===== src/vfspi_pkg.sv =====
// Package: format ROM, packet types and constants for the video format SPI sender.
`timescale 1ns / 1ps

package vfspi_pkg;

  localparam int FORMAT_COUNT = 22;
  localparam int PACKET_BITS  = 64;
  localparam int BIT_CNT_W    = $clog2(PACKET_BITS);

  localparam int GEN_W   = 2;
  localparam int IDX_W   = 5;
  localparam int DELAY_W = 26;
  localparam int SPL_W   = 10;
  localparam int LPF_W   = 11;

  typedef logic [GEN_W-1:0]       gen_t;
  typedef logic [IDX_W-1:0]       idx_t;
  typedef logic [DELAY_W-1:0]     delay_t;
  typedef logic [PACKET_BITS-1:0] packet_t;
  typedef logic [BIT_CNT_W-1:0]   bit_cnt_t;

  typedef struct packed {
    logic [SPL_W-1:0] spl;
    logic [LPF_W-1:0] lpf;
    logic             clk;
    logic             scan;
    logic [1:0]       sync;
  } fmt_row_t;

  typedef struct packed {
    packet_t bits;
    logic    led;
  } pkt_word_t;

  function automatic fmt_row_t fmt_rom(input idx_t idx);
    fmt_row_t r;
    r = '{spl: 10'd1, lpf: 11'd1125, clk: 1'b0, scan: 1'b0, sync: 2'd0};
    case (idx)
      5'd1:  r = '{spl: 10'd200, lpf: 11'd1125, clk: 1'b0, scan: 1'b0, sync: 2'd0};
      5'd2:  r = '{spl: 10'd200, lpf: 11'd1125, clk: 1'b1, scan: 1'b0, sync: 2'd3};
      5'd3:  r = '{spl: 10'd240, lpf: 11'd1125, clk: 1'b0, scan: 1'b0, sync: 2'd2};
      5'd4:  r = '{spl: 10'd400, lpf: 11'd1125, clk: 1'b0, scan: 1'b1, sync: 2'd0};
      5'd5:  r = '{spl: 10'd400, lpf: 11'd1125, clk: 1'b1, scan: 1'b1, sync: 2'd3};
      5'd6:  r = '{spl: 10'd480, lpf: 11'd1125, clk: 1'b0, scan: 1'b1, sync: 2'd2};
      5'd7:  r = '{spl: 10'd400, lpf: 11'd1125, clk: 1'b0, scan: 1'b0, sync: 2'd0};
      5'd8:  r = '{spl: 10'd400, lpf: 11'd1125, clk: 1'b1, scan: 1'b0, sync: 2'd3};
      5'd9:  r = '{spl: 10'd480, lpf: 11'd1125, clk: 1'b0, scan: 1'b0, sync: 2'd2};
      5'd10: r = '{spl: 10'd500, lpf: 11'd1125, clk: 1'b0, scan: 1'b0, sync: 2'd0};
      5'd11: r = '{spl: 10'd500, lpf: 11'd1125, clk: 1'b1, scan: 1'b0, sync: 2'd0};
      5'd12: r = '{spl: 10'd400, lpf: 11'd1125, clk: 1'b0, scan: 1'b1, sync: 2'd0};
      5'd13: r = '{spl: 10'd400, lpf: 11'd1125, clk: 1'b1, scan: 1'b1, sync: 2'd3};
      5'd14: r = '{spl: 10'd330, lpf: 11'd750,  clk: 1'b0, scan: 1'b0, sync: 2'd0};
      5'd15: r = '{spl: 10'd330, lpf: 11'd750,  clk: 1'b1, scan: 1'b0, sync: 2'd3};
      5'd16: r = '{spl: 10'd396, lpf: 11'd750,  clk: 1'b0, scan: 1'b0, sync: 2'd2};
      5'd17: r = '{spl: 10'd660, lpf: 11'd750,  clk: 1'b0, scan: 1'b0, sync: 2'd0};
      5'd18: r = '{spl: 10'd660, lpf: 11'd750,  clk: 1'b1, scan: 1'b0, sync: 2'd3};
      5'd19: r = '{spl: 10'd792, lpf: 11'd750,  clk: 1'b0, scan: 1'b0, sync: 2'd2};
      5'd20: r = '{spl: 10'd825, lpf: 11'd750,  clk: 1'b0, scan: 1'b0, sync: 2'd0};
      5'd21: r = '{spl: 10'd825, lpf: 11'd750,  clk: 1'b1, scan: 1'b0, sync: 2'd0};
      default: r = '{spl: 10'd1, lpf: 11'd1125, clk: 1'b0, scan: 1'b0, sync: 2'd0};
    endcase
    return r;
  endfunction

endpackage


===== src/vfspi_pack.sv =====
// Packet builder: format lookup and 64-bit packet assembly.
`timescale 1ns / 1ps

module vfspi_pack (
  input  vfspi_pkg::idx_t      format_index,
  input  vfspi_pkg::delay_t    delay_samples,
  output vfspi_pkg::pkt_word_t pkt
);
  import vfspi_pkg::*;

  idx_t             row_idx;
  fmt_row_t         row;
  logic [SPL_W-1:0] spl_m1;
  logic [LPF_W-1:0] lpf_m1;

  always_comb begin
    row_idx = ({1'b0, format_index} < (IDX_W+1)'(FORMAT_COUNT)) ? format_index : '0;
    row     = fmt_rom(row_idx);
    spl_m1  = row.spl - SPL_W'(1);
    lpf_m1  = row.lpf - LPF_W'(1);
    pkt.led = (row.spl == SPL_W'(1));
    pkt.bits = {6'd0, delay_samples,
                1'b0, row.clk, row.sync, 2'b00, spl_m1,
                3'b000, row.scan, 1'b0, lpf_m1};
  end

endmodule


===== src/vfspi_shift.sv =====
// Output shifter: holds one packet and sends it MSB first, one bit per word.
`timescale 1ns / 1ps

module vfspi_shift (
  input  logic                 clk,
  input  logic                 rst_n,
  input  logic                 load,
  input  vfspi_pkg::gen_t      load_gen,
  input  vfspi_pkg::pkt_word_t load_pkt,
  output logic                 busy,
  output logic                 done,
  output vfspi_pkg::gen_t      out_chip_select,
  output logic                 out_serial_bit,
  output logic                 out_led_on,
  output logic                 out_last_bit,
  output logic                 out_valid,
  input  logic                 out_stall
);
  import vfspi_pkg::*;

  logic     busy_r, busy_nxt;
  bit_cnt_t cnt_r, cnt_nxt;
  packet_t  sr_r, sr_nxt;
  gen_t     gen_r, gen_nxt;
  logic     led_r, led_nxt;
  logic     last;
  logic     take;

  assign last = (cnt_r == BIT_CNT_W'(PACKET_BITS-1));
  assign take = busy_r && !out_stall;
  assign done = take && last;
  assign busy = busy_r;

  always_comb begin
    busy_nxt = busy_r;
    cnt_nxt  = cnt_r;
    sr_nxt   = sr_r;
    gen_nxt  = gen_r;
    led_nxt  = led_r;
    if (load) begin
      busy_nxt = 1'b1;
      cnt_nxt  = '0;
      sr_nxt   = load_pkt.bits;
      gen_nxt  = load_gen;
      led_nxt  = load_pkt.led;
    end else if (take) begin
      if (last) begin
        busy_nxt = 1'b0;
      end else begin
        cnt_nxt = cnt_r + BIT_CNT_W'(1);
        sr_nxt  = {sr_r[PACKET_BITS-2:0], 1'b0};
      end
    end
  end

  always_ff @(posedge clk) begin
    if (!rst_n) begin
      busy_r <= 1'b0;
      cnt_r  <= '0;
    end else begin
      busy_r <= busy_nxt;
      cnt_r  <= cnt_nxt;
    end
    sr_r  <= sr_nxt;
    gen_r <= gen_nxt;
    led_r <= led_nxt;
  end

  assign out_valid       = busy_r;
  assign out_chip_select = gen_r;
  assign out_serial_bit  = sr_r[PACKET_BITS-1];
  assign out_led_on      = led_r;
  assign out_last_bit    = last;

endmodule


===== src/video_format_spi_packet_sender.sv =====
// Top level: request register, packet builder and bit shifter.
// The request word is registered, then loaded into the shifter register, whose MSB is the first bit shown.
// Output: 64 output words per request, one bit each from the single-bit shifter.
// The next request waits in the input register and loads in the cycle the
// last bit is taken.
// Reset: synchronous active-low rst_n clears the valid flags; no words pending.
`timescale 1ns / 1ps

module video_format_spi_packet_sender (
  input  logic                  clk,
  input  logic                  rst_n,
  input  logic                  in_valid,
  output logic                  in_stall,
  input  vfspi_pkg::gen_t       in_generator,
  input  vfspi_pkg::idx_t       in_format_index,
  input  vfspi_pkg::delay_t     in_delay_samples,
  output logic                  out_valid,
  input  logic                  out_stall,
  output vfspi_pkg::gen_t       out_chip_select,
  output logic                  out_serial_bit,
  output logic                  out_led_on,
  output logic                  out_last_bit
);
  import vfspi_pkg::*;

  logic      req_vld_r, req_vld_nxt;
  gen_t      gen_r;
  idx_t      idx_r;
  delay_t    delay_r;
  pkt_word_t pkt;
  logic      busy;
  logic      done;
  logic      load;
  logic      in_take;

  assign load     = req_vld_r && (!busy || done);
  assign in_stall = req_vld_r && !load;
  assign in_take  = in_valid && !in_stall;

  always_comb begin
    req_vld_nxt = req_vld_r;
    if (in_take) begin
      req_vld_nxt = 1'b1;
    end else if (load) begin
      req_vld_nxt = 1'b0;
    end
  end

  always_ff @(posedge clk) begin
    if (!rst_n) begin
      req_vld_r <= 1'b0;
    end else begin
      req_vld_r <= req_vld_nxt;
    end
    if (in_take) begin
      gen_r   <= in_generator;
      idx_r   <= in_format_index;
      delay_r <= in_delay_samples;
    end
  end

  vfspi_pack u_pack (
    .format_index  (idx_r),
    .delay_samples (delay_r),
    .pkt           (pkt)
  );

  vfspi_shift u_shift (
    .clk             (clk),
    .rst_n           (rst_n),
    .load            (load),
    .load_gen        (gen_r),
    .load_pkt        (pkt),
    .busy            (busy),
    .done            (done),
    .out_chip_select (out_chip_select),
    .out_serial_bit  (out_serial_bit),
    .out_led_on      (out_led_on),
    .out_last_bit    (out_last_bit),
    .out_valid       (out_valid),
    .out_stall       (out_stall)
  );

endmodule


===== config.mk =====
export PLATFORM = sky130hd
export DESIGN_NAME = video_format_spi_packet_sender
export DESIGN_NICKNAME = d
export VERILOG_FILES = /design/src/vfspi_pkg.sv /design/src/vfspi_pack.sv /design/src/vfspi_shift.sv /design/src/video_format_spi_packet_sender.sv
export SDC_FILE = /design/constraint.sdc
export NUM_CORES = 1
export LEC_CHECK = 0
export ABC_AREA = 0
export BUFFER_PORTS_ARGS = -buffer_cell sky130_fd_sc_hd__buf_2
export CELL_PAD_IN_SITES_DETAIL_PLACEMENT = 1
export CELL_PAD_IN_SITES_GLOBAL_PLACEMENT = 1
export CORE_UTILIZATION = 48
export CTS_CLUSTER_SIZE = 40
export DETAILED_ROUTE_END_ITERATION = 8
export GPL_TIMING_DRIVEN = 0
export PLACE_DENSITY = 0.78
export SYNTH_ARGS = -nofsm -noshare
export SYNTH_HDL_FRONTEND = slang
export SYNTH_SLANG_ARGS = --single-unit

===== constraint.sdc =====
create_clock -name clk -period 4.6 [get_ports clk]
set_input_delay 0.23 -clock clk [delete_from_list [all_inputs] [get_ports clk]]
set_output_delay 0.23 -clock clk [all_outputs]
set_load 0.05 [all_outputs]

* Yosys cells after proc, flatten, opt, wreduce, memory -nomap -nowiden
Memories as Yosys holds them, arrays and structs flattened.
Cells that the tools add are included.
** Storage, ports and cells
- Flip-flop bits (word level) :: 108
- ROM bits :: 640
- Bits of input ports :: 37
- Output and inout bits :: 7
- Memories kept :: 1
** Memory list
- (no name shown) :: words 32, width 20, read ports 1, clocked after memory_dff 0, wr ports 0, line vfspi_pkg.sv:38 : case (idx)
** Cells by class
- $add $sub $neg :: 3
- $lt $le $gt $ge :: 1
- Eq/ne operators :: 3
- Multiplexer cells :: 9
- Bitwise logic cells :: 2
- Reduce and logical (&&, ||, !) cells :: 17
** Operator list (count)
- 58-bit two-way mux :: 3
- 11-bit by 1-bit subtractor with 11-bit output (second input constant) :: 1
- 10-bit by 1-bit == test with 1-bit output (second input constant) :: 1
- 10-bit by 1-bit subtractor with 10-bit output (second input constant) :: 1
- 6-bit by 1-bit adder with 6-bit output (second input constant) :: 1
- 6-bit == test (second input constant) :: 1
- 2-bit AND reduction :: 3
- 2-bit nonzero test :: 3
- 1-bit logical AND :: 5
- 5-bit less-than comparator (second input constant) :: 1
- 1-bit two-way mux :: 5
- 5-bit two-way mux :: 1
- 1-bit logical NOT :: 4
- 2-bit inequality test (second input constant) :: 1
- 1-bit NOT :: 2
- 2-bit OR reduction :: 1
- 1-bit logical OR :: 1

* Depth between registers and ports, before layout
Gate-level depths: netlist (run 1).
- Depth in word-level cells :: 10
- Mapped depth :: 15
- Depth with buffers taken out :: 13

* Modules after synthesis
A second synthesis (run 1) with hierarchy kept.
** Second synthesis, totals
- Cell total of the unflattened synthesis :: 403
- Area, all modules :: 5517.8 sq um
** Modules (own cells, without submodules)
- vfspi_shift :: instances 1, cells each 184, area an instance 3158.0 sq um, sequential area each 2152.1 sq um
- vfspi_pack :: instances 1, cells each 180, area an instance 1315.0 sq um, sequential area each 0.0 sq um
- video_format_spi_packet_sender :: instances 1, cells each 39, area an instance 1044.8 sq um, sequential area each 1011.0 sq um

* Least setup slack after synthesis (run 1)
No wires, ideal clock.
- Kind :: register -> register
- From :: register u_shift.cnt_r[0]
- To :: register u_shift.sr_r[0], enable pin
- Arrival :: 3.348 ns
- Setup slack :: 0.776 ns
- Cell stages (with the launch flop) :: 6
- Path buffers :: 0
- Period minus slack after synthesis :: 3.824 ns
- Cells stage by stage :: dfxtp_1 > ha_1 > nand2_1 > or2_1 > a21oi_1 > a21oi_1
** On the way
- Longest elaborated chain between the ends :: 6
- Elaborated cells on any way between the ends :: 7
- Those cells by class :: eq/ne: 2; reduce/logical: 5
** Ends and longest elaborated chain
- start, declared :: line vfspi_shift.sv:22 : bit_cnt_t cnt_r, cnt_nxt;
- start signal, assigned :: line vfspi_shift.sv:62 : cnt_r <= cnt_nxt;
- 6-bit == test (*) :: line vfspi_shift.sv:29 : assign last = (cnt_r == BIT_CNT_W'(PACKET_BITS-1));
- 1-bit logical AND :: line vfspi_shift.sv:31 : assign done = take && last;
- 1-bit logical OR :: line video_format_spi_packet_sender.sv:36 : assign load = req_vld_r && (!busy || done);
- 1-bit logical AND :: line video_format_spi_packet_sender.sv:36
- 2-bit inequality test (no source line) or 2-bit nonzero test (tied branches)
- 2-bit AND reduction (no source line) (*)
- end signal, assigned :: line vfspi_shift.sv:64 : sr_r <= sr_nxt;
- end, declared :: line vfspi_shift.sv:23 : packet_t sr_r, sr_nxt;
Every way passes the cells marked *; elsewhere a longest branch is shown, timed or not.
A chain may end at the register's enable or synchronous reset.

* Final worst setup path (run 1)
- From :: register idx_r[2]
- To :: register u_shift.sr_r[22] (data pin)
** On the way
- Longest elaborated chain between the ends :: 5
** Ends and longest elaborated chain
- start, declared :: line video_format_spi_packet_sender.sv:28 : idx_t idx_r;
- start signal, assigned :: line video_format_spi_packet_sender.sv:57 : idx_r <= in_format_index;
- 5-bit less-than comparator :: line vfspi_pack.sv:17 : row_idx = ({1'b0, format_index} < (IDX_W+1)'(FORMAT_COUNT)) ? format_index : '0;
- 5-bit two-way mux (*) :: line vfspi_pack.sv:17
- memory 32 x 20 bit (*)
- 10-bit by 1-bit subtractor with 10-bit output (*) :: line vfspi_pack.sv:19 : spl_m1 = row.spl - SPL_W'(1);
- 58-bit two-way mux (*) :: line vfspi_shift.sv:40 : if (load) begin
- named net u_shift.sr_nxt[22] :: line vfspi_shift.sv:23
The timed path passes the listed nets; every way through them passes the cells marked *.

==> results of run 1 <==
-- timing repair --
item	in CTS	in global routing
endpoints found under the setup margin	0	0
endpoints found under the hold margin	0	4
hold buffers	0	4
-- where the power goes --
part / switching (mW) / total [mW] / leakage [nW] / internal, mW
sequential: 0.0298 / 1.17 / 1.03 / 1.14
combinational: 0.148 / 0.244 / 0.959 / 0.0953
clock: 0.356 / 0.572 / 0.0994 / 0.216
-- cells by family after synthesis --
kind of cell	synth area share (%)
adder cells (fa/ha/maj)	2.36
multiplexers	0.419
buffers and inverters	3.59
AO/OA/AOI/OAI	15.9
flip-flops	63.5
AND/OR/NAND/NOR	12.6
XOR/XNOR	1.65
-- through the flow --
| step | cell area (µm²) | std cells |
|---|---|---|
| 2_1_floorplan | 4770 | 386 |
| 6_report | 5440 | 583 |
| 4_1_cts | 5400 | 579 |
| 5_1_grt | 5440 | 583 |
| 3_3_place_gp | 5150 | 562 |
| 3_5_place_dp | 5190 | 563 |
-- per-layer routing --
layer  GRT usage [%]  part of all wire (%)  wire [µm]  up-vias
met1            28.1                    47       4800     1585
met4            5.35                   1.0        104        0
met3            4.07                   2.6        270       11
met5               0                     0          0        -
met2            35.5                    50       5090       57
li1                -                     -          -     1553
-- worst paths after layout --
kind | startpoint | endpoint | depth (start not counted)
worst min-delay path | in_delay_samples[0] | delay_r[0] | 1
worst min register to register | gen_r[0] | u_shift.out_chip_select[0] | 0
worst max register to register | idx_r[2] | u_shift.sr_r[22] | 14
worst max-delay path | idx_r[2] | u_shift.sr_r[22] | 14
-- cells in the mapped netlist, types with 7 or more instances --
library cell / n
inv_1: 8
nand3_1: 7
nand2_1: 60
a22o_1: 28
buf_2: 11
edfxtp_1: 87
ha_1: 9
dfxtp_1: 21
a21oi_1: 23
nor2_1: 16
o21ai_0: 13
-- state kept, by name, summed over array words and instances (netlist names) --
register                 cells
idx_r                        5
u_shift.out_led_on           1
u_shift.out_chip_select      2
delay_r                     26
u_shift.cnt_r                6
gen_r                        2
req_vld_r                    1
u_shift.sr_r                64
u_shift.busy                 1
-- cell type report --
type                    count  area (µm²)  share of cell area (%)
plain buffers              23         134                    2.46
clock buffers               9         124                    2.28
clock inverters             7        80.1                    1.47
inverters                  10        37.5                   0.690
multi-input cells         245        1590                    29.2
flip-flops and latches    108        3030                    55.8
well taps                 133         166                    3.06
repair buffers             48         275                    5.06
-- worst max-delay path, cell delays in order (launching register included) --
cell	delay, ns
edfxtp_1	0.53
buf_6	0.21
and2_0	0.14
o21ai_0	0.22
nand2_1	0.18
ha_1	0.30
nor3b_2	0.20
a21oi_1	0.13
nor2_1	0.06
a31oi_1	0.25
ha_1	0.25
o311a_1	0.23
nand3_2	0.11
xnor2_1	0.17
o21ai_1	0.08
==> impl_metrics.tcl, run 1 <==
set metrics [dict create \
    status "complete, no violations" \
    drcViolationCount 0 \
    cp.arrival_ns 3.44 \
    grt_usage_pct 21.1 \
    leakage_nw 2.09 \
    die_w_um 102 \
    fin_crit_ns 3.33 \
    grt_pass1_vias 3225 \
    num_antenna_cells 0 \
    portBuffers 43 \
    powerDensity_nw_per_um2 365 \
    wl_per_cell_um 17.6 \
    finalNetCount 491 \
    ios 44 \
    synth_ff_type "edfxtp_1" \
    fin_ws_ns 1.27 \
    hpwl_um 7260 \
    drive_above_1_share_pct 20.9 \
    cts_tree "built" \
    grt_setup_unrepaired "no" \
    postRouteWirelength_um 10300 \
    cts_htree_levels 3 \
    tightestPinTransition_ns 0.935 \
    synth_edf_count 87 \
    die_area_um2 10300 \
    antenna_found_initial 0 \
    cp_max_fo 10 \
    fin_crit_sh_pct 72.4 \
    synth_area_leader_cell "edfxtp_1" \
    place_congestion 0.897 \
    ir_worst_vdd_v 0.000222 \
    drv_slew 0 \
    critPathLaunchType "register" \
    path_class "reg2reg" \
    setup_viol 0 \
    yosysTopAreaCellShare_pct 54.7 \
    netlist_area_um2 4770 \
    final_cell_mix "edfxtp_1 (87), nand2_1 (60), buf_2 (54), a22o_1 (28), a21oi_1 (22)" \
    post_cts_buffers 0 \
    syn-num-nets 432 \
    synthTopCellsByArea "edfxtp_1 (55%), dfxtp_1 (8.8%), a22o_1 (5.1%)" \
    fillCellCount 991 \
    clock.fmax_mhz 300 \
    dr.pass1.iters 4 \
    yosysWarnings 0 \
    core_area_um2 9680 \
    path_clk_slew_ns 0.12 \
    ant_nets 0 \
    grt_max_degree 34 \
    ys_async_sr_fraction_pct 0 \
    ctsResizeCount 0 \
    fin_skew_ns 0.0155 \
    synthCells 386 \
    cts_root_buffer "clkbuf_8" \
    ys_seq_area_share_pct 63.5 \
    hold_violations 0 \
    initialDrtViolationCount 122 \
    rows 36 \
    fp.dieH_um 102 \
    ys_ff_latch 108 \
    grt_pass1_wl_um 16400 \
    area_growth_pct 13.9 \
    relSlewSlack_pct 37.6 \
    insertion_delay_ns 0.38 \
    cts_buffers 9 \
    hold_class "in2reg" \
    post-place-ws_ns 1.32 \
    initial_utilization_pct 49.3 \
    setup-tns-final_ns 0 \
    final_util_pct 56.1 \
    via_count 3206 \
    cts.sinks 108 \
    critPathRequiredTime_ns 4.71 \
    power.total_mw 1.98 \
    vias_per_cell 5.50 \
    r2r_slack_ns 1.27 \
    syn_area_per_cell_um2 12.4 \
    cts_max_path_buffers 2 \
    final_common_cell "edfxtp_1" \
    drv_cap 0 \
    ys_types 59 \
    overflow 0 \
    end_kind "register" \
    hold_ws_ns 0.0140 \
]
Power figures use the tool's default switching activity.
==> run 2: changes to the inputs <==
clock period = 3.15 ns   (was 4.6 ns; I/O delays follow)
==> run 2 against run 1 <==
First-iteration DRC count increased by 41%. Register-to-register slack got worse by 1.2 ns. Non-clock buffer count up 41. Count of clock-buffer cells in the layout did not move. Clock power rose by 62%. Sequential share of layout area shrank 4.3 points. Sequential power increased by 46%. Critical path type unchanged. Largest cell class unchanged.
==> impl_metrics.tcl, run 2 (synthesized netlist as in run 1, its figures left out) <==
set metrics [dict create \
    num_antenna_cells 0 \
    insertion_delay_ns 0.38 \
    placed_area_um2 5220 \
    leakage_nw 2.29 \
    critPathLaunchType "register" \
    antenna_found_initial 0 \
    area_growth_pct 23.4 \
    cts.sinks 108 \
    place_congestion 0.889 \
    cts_tree "built" \
    fin_crit_ns 3.05 \
    p_comb_share_pct 14.0 \
    hold_ws_ns 0.183 \
    drv_slew 0 \
    final_cell_mix "edfxtp_1 (87), nand2_1 (59), buf_2 (53), dlygate4sd3_1 (35), a22o_1 (28)" \
    cts_max_path_buffers 2 \
    drive_above_1_share_pct 22.0 \
    p_clk_share_pct 30.3 \
    hpwl_um 7580 \
    drcViolationCount 0 \
    hold_violations 0 \
    postRouteWirelength_um 12500 \
    cts_buffers 9 \
    grt_usage_pct 25.3 \
    drv_cap 0 \
    portBuffers 43 \
    initial_utilization_pct 49.3 \
    internal-power_mw 2.24 \
    wl_per_cell_um 20.0 \
    finalNetCount 532 \
    grt_max_degree 34 \
    grt_pass1_wl_um 19200 \
    top_register "u_shift.sr_r" \
    largest_reg_flops 64 \
    cp_max_fo 10 \
    powerDensity_nw_per_um2 521 \
    path_clk_slew_ns 0.10 \
    rows 36 \
    fin_crit_sh_pct 97.0 \
    ios 44 \
    dr.pass1.iters 6 \
    relSlewSlack_pct 35.5 \
    cp.arrival_ns 3.17 \
    fin_area_um2 5890 \
    via_count 3533 \
    reg_top3 "u_shift.sr_r (64), delay_r (26), u_shift.cnt_r (6)" \
    power.switching_uw 822 \
    fin_skew_ns 0.0187 \
    final_common_cell "edfxtp_1" \
    cts_root_buffer "clkbuf_8" \
    grt_pass1_vias 3735 \
    setup_viol 0 \
    end_kind "register" \
    overflow 0 \
    path_class "reg2reg" \
    die_area_um2 10300 \
    initialDrtViolationCount 172 \
    ant_nets 0 \
    status "complete, no violations" \
    vias_per_cell 5.66 \
    fp.dieH_um 102 \
    power_frac_seq_pct 55.7 \
    tightestPinTransition_ns 0.966 \
    final_util_pct 60.8 \
    p_sw_share_pct 26.8 \
    cts_htree_levels 3 \
    die_w_um 102 \
    clock.fmax_mhz 327 \
    critPathRequiredTime_ns 3.27 \
    core_area_um2 9680 \
    hold_class "in2reg" \
    setup-tns-final_ns 0 \
    ir_worst_vdd_v 0.000298 \
]
-- run 2: cell types whose count changed in the layout (fill, tap and decap cells not counted), moves of 2 or more --
cell	change
dlygate4sd3_1	+31
buf_4	+9
ha_1	-2
inv_6	+2
-- run 2: path summary, 6_finish.rpt --
check	slack [ns]	depth (start not counted)	startpoint	endpoint
setup / recovery	0.1	14	idx_r[2]	u_shift.sr_r[22]
setup reg to reg	0.1	14	idx_r[2]	u_shift.sr_r[22]
hold reg to reg	0.45	0	gen_r[1]	u_shift.out_chip_select[1]
hold / removal	0.18	2	out_stall	u_shift.sr_r[57]
-- run 2: layer usage --
| metal | share of wire [%] | wire length, µm | vias to the layer above | track usage (%) |
|---|---|---|---|---|
| met5 | 0 | 0 | - | 0 |
| met4 | 2.6 | 325 | 0 | 10.3 |
| met3 | 3.8 | 479 | 28 | 4.49 |
| met2 | 52 | 6510 | 117 | 44.4 |
| met1 | 41 | 5160 | 1761 | 30.8 |
| li1 | - | - | 1627 | - |
-- run 2: layout make-up --
class / count / area, µm²
Buffer: 23 / 136
Fill cell: 999 / 3790
Inverter: 10 / 37.5
Tap cell: 133 / 166
Clock buffer: 9 / 124
Sequential cell: 108 / 3030
Timing Repair Buffer: 89 / 681
Multi-Input combinational cell: 245 / 1610
Clock inverter: 7 / 100
-- run 2: repair_timing --
item | CTS | global route
resized for setup | 1 | 6
hold endpoints to repair | 35 | 0
endpoints found under the setup margin | 2 | 5
buffers inserted | 4 | 5
pin swaps | 0 | 1
hold buffers | 35 | 0
-- run 2: worst max-delay path: stages, from the launching register on --
cell and delay [ns]:
edfxtp_1 0.45, buf_6 0.18, and2_0 0.16, o21ai_1 0.19, nand2_1 0.18, ha_4 0.23, nor3b_2 0.18, a21oi_1 0.14
nor2_1 0.07, a31oi_2 0.22, ha_2 0.22, o311a_1 0.21, nand3_2 0.12, xnor2_1 0.17, o21ai_1 0.08
-- run 2: per-stage QoR --
step           std cells  setup WS, ns  total power, mW
3_5_place_dp         564        -0.125             2.10
2_1_floorplan        386         0.367             1.97
6_report             624        0.0952             3.07
4_1_cts              619       0.00488             3.05
5_1_grt              624       -0.0286             3.17
3_3_place_gp         562        -0.178             2.06
-- run 2: power by group through the flow --
stage	sequential, mW	combinational [mW]	clock [mW]
global route	1.72	0.463	0.989
detailed placement	1.74	0.362	0
floorplan	1.73	0.235	0
CTS	1.70	0.407	0.938
global placement	1.74	0.328	0
finish	1.71	0.430	0.928
==> run 3: changes to the inputs <==
PLACE_DENSITY = 0.89   (was 0.78)
==> run 3 against run 2 <==
Via count grew 5.7%. Maximum frequency shrank 1.4%. Wire length grew 11%. Worst hold slack lost 0.15 ns. Utilization grew 0.065 points. Clock skew grew 0.00080 ns. Clock power shrank 2%. Sequential share of layout area shrank 0.055 points. Highest routed layer unchanged.
==> impl_metrics.tcl, run 3 (synthesized netlist as in run 1, its figures left out) <==
set metrics [dict create \
    vias_per_cell 5.99 \
    grt_pass1_vias 3865 \
    powerDensity_nw_per_um2 522 \
    path_clk_slew_ns 0.10 \
    setup_viol 0 \
    top_register "u_shift.sr_r" \
    reg_top3 "u_shift.sr_r (64), delay_r (26), u_shift.cnt_r (6)" \
    fin_skew_ns 0.0195 \
    drv_slew 0 \
    cp_max_fo 10 \
    dr.pass1.iters 5 \
    die_w_um 102 \
    clock.fmax_mhz 323 \
    largest_reg_flops 64 \
    wl_per_cell_um 22.2 \
    cts_root_buffer "clkbuf_8" \
    r2r_slack_ns 0.05 \
    via_count 3735 \
    regArea_um2 3030 \
    final_cell_mix "edfxtp_1 (87), nand2_1 (59), buf_2 (53), dlygate4sd3_1 (33), a22o_1 (28)" \
    critPathRequiredTime_ns 3.28 \
    fin_crit_ns 3.10 \
    end_kind "register" \
    slowest_stage "edfxtp_1" \
    hold_class "in2reg" \
    leakage_nw 2.29 \
    multi_input_area_um2 1630 \
    critPathLaunchType "register" \
    r2r_cells 11 \
    cts_htree_levels 3 \
    crit_path_cell_trace "buf_4 > buf_4 > clkbuf_4 > nand2_1 > nand2_2 > ha_4 > nor2b_1 > o22ai_1 > o311ai_1 > nor2_1 > and3_1" \
    r2r_end "u_shift.out_led_on" \
    worstHoldStart "in_valid" \
    relSlewSlack_pct 32.3 \
    ir_worst_vdd_v 0.000259 \
    cp_common_cell "buf_4" \
    fillCellCount 1011 \
    drv_cap 0 \
    cp.arrival_ns 3.23 \
    place_congestion 0.948 \
    power.total_mw 3.08 \
    core_area_um2 9680 \
    cpPeakStageDelay_ns 0.43 \
    post-place-cells 564 \
    num_antenna_cells 0 \
    ios 44 \
    crit_start "idx_r[4]" \
    fin_crit_sh_pct 98.3 \
    insertion_delay_ns 0.39 \
    cts_max_path_buffers 2 \
    portBuffers 43 \
    grt_usage_pct 28.4 \
    rows 36 \
    cts.sinks 108 \
    die_area_um2 10300 \
    post-place-ws_ns -0.199 \
    crit_end "u_shift.out_led_on" \
    hold_violations 0 \
    initialDrtViolationCount 241 \
    ant_nets 0 \
    overflow 0 \
    postRouteWirelength_um 13900 \
    reg2reg_from "idx_r[4]" \
    final_common_cell "edfxtp_1" \
    grt_pass1_wl_um 21200 \
    tightestPinTransition_ns 1.01 \
    area_growth_pct 23.5 \
    hpwl_um 8490 \
    grt_max_degree 34 \
    fp.dieH_um 102 \
    fin_ws_ns 0.0526 \
    hold_ws_ns 0.0328 \
    finalNetCount 532 \
    antenna_found_initial 0 \
    drive_above_1_share_pct 22.8 \
    setup-tns-final_ns 0 \
    fin_cells 624 \
    cts_buffers 9 \
    initial_utilization_pct 49.3 \
    status "complete, no violations" \
    cts_tree "built" \
    path_class "reg2reg" \
    drcViolationCount 0 \
]
run 3: changes by cell type in the layout (fill, tap and decap cells not counted), sizes merged:
cell         before  now
dlygate4sd3      35   33
inv              14   13
buf              71   73
bufinv            1    0
clkbuf           15   18
clkinv            2    1
run 3: repair_timing:
item,CTS,global route
pin swaps,1,1
cloned,0,0
hold buffers,33,0
setup buffers,7,4
gates resized for setup,3,8
endpoints found under the hold margin,33,0
endpoints found under the setup margin,3,8
run 3: area by class of cell:
type | instances | area share [%]
repair buffers | 89 | 11.5
flip-flops and latches | 108 | 51.4
multi-input cells | 245 | 27.7
plain buffers | 23 | 2.31
inverters | 10 | 0.637
well taps | 133 | 2.82
clock buffers | 12 | 3.03
clock inverters | 4 | 0.594
run 3: stage by stage:
stage                     utilization, %  instance area (µm²)
after detailed placement            53.9                 5220
after global routing                60.9                 5900
after floorplan                        -                 4780
after global placement              53.3                 5160
after CTS                           60.2                 5830
final                               60.9                 5900
run 3: how the worst min path moves through the flow:
stage / endpoint / slack [ns] / cells past startpoint
after floorplan: delay_r[0] / 0.26 / 0
after global placement: delay_r[18] / 0.33 / 1
after detailed placement: delay_r[9] / 0.34 / 1
after CTS: req_vld_r / 0.005 / 2
after global routing: u_shift.busy / 0.03 / 2
final: req_vld_r / 0.03 / 2
run 3: critical path, delay by kind of cell, from the launching register on:
family                   cells  cell delay (ns)
AO/OA/AOI/OAI                2             0.63
AND/OR/NAND/NOR              5             0.84
flip-flops                   1             0.43
buffers and inverters        3             0.60
adder cells (fa/ha/maj)      1             0.34
run 3: metal layers:
metal | vias up | share of wire (%) | GRT usage (%)
met5 | - | 0 | 0
met4 | 0 | 4.3 | 13.4
met3 | 54 | 5.6 | 4.97
met2 | 182 | 53 | 50.1
met1 | 1873 | 37 | 33.5
li1 | 1626 | - | -
run 3: where the power goes:
part           switching (mW)  leakage, nW  total [mW]  internal [mW]
clock network           0.510        0.113       0.909          0.399
logic                   0.267         1.15       0.458          0.192
registers              0.0470         1.03        1.71           1.66
total                   0.824         2.29        3.08           2.25
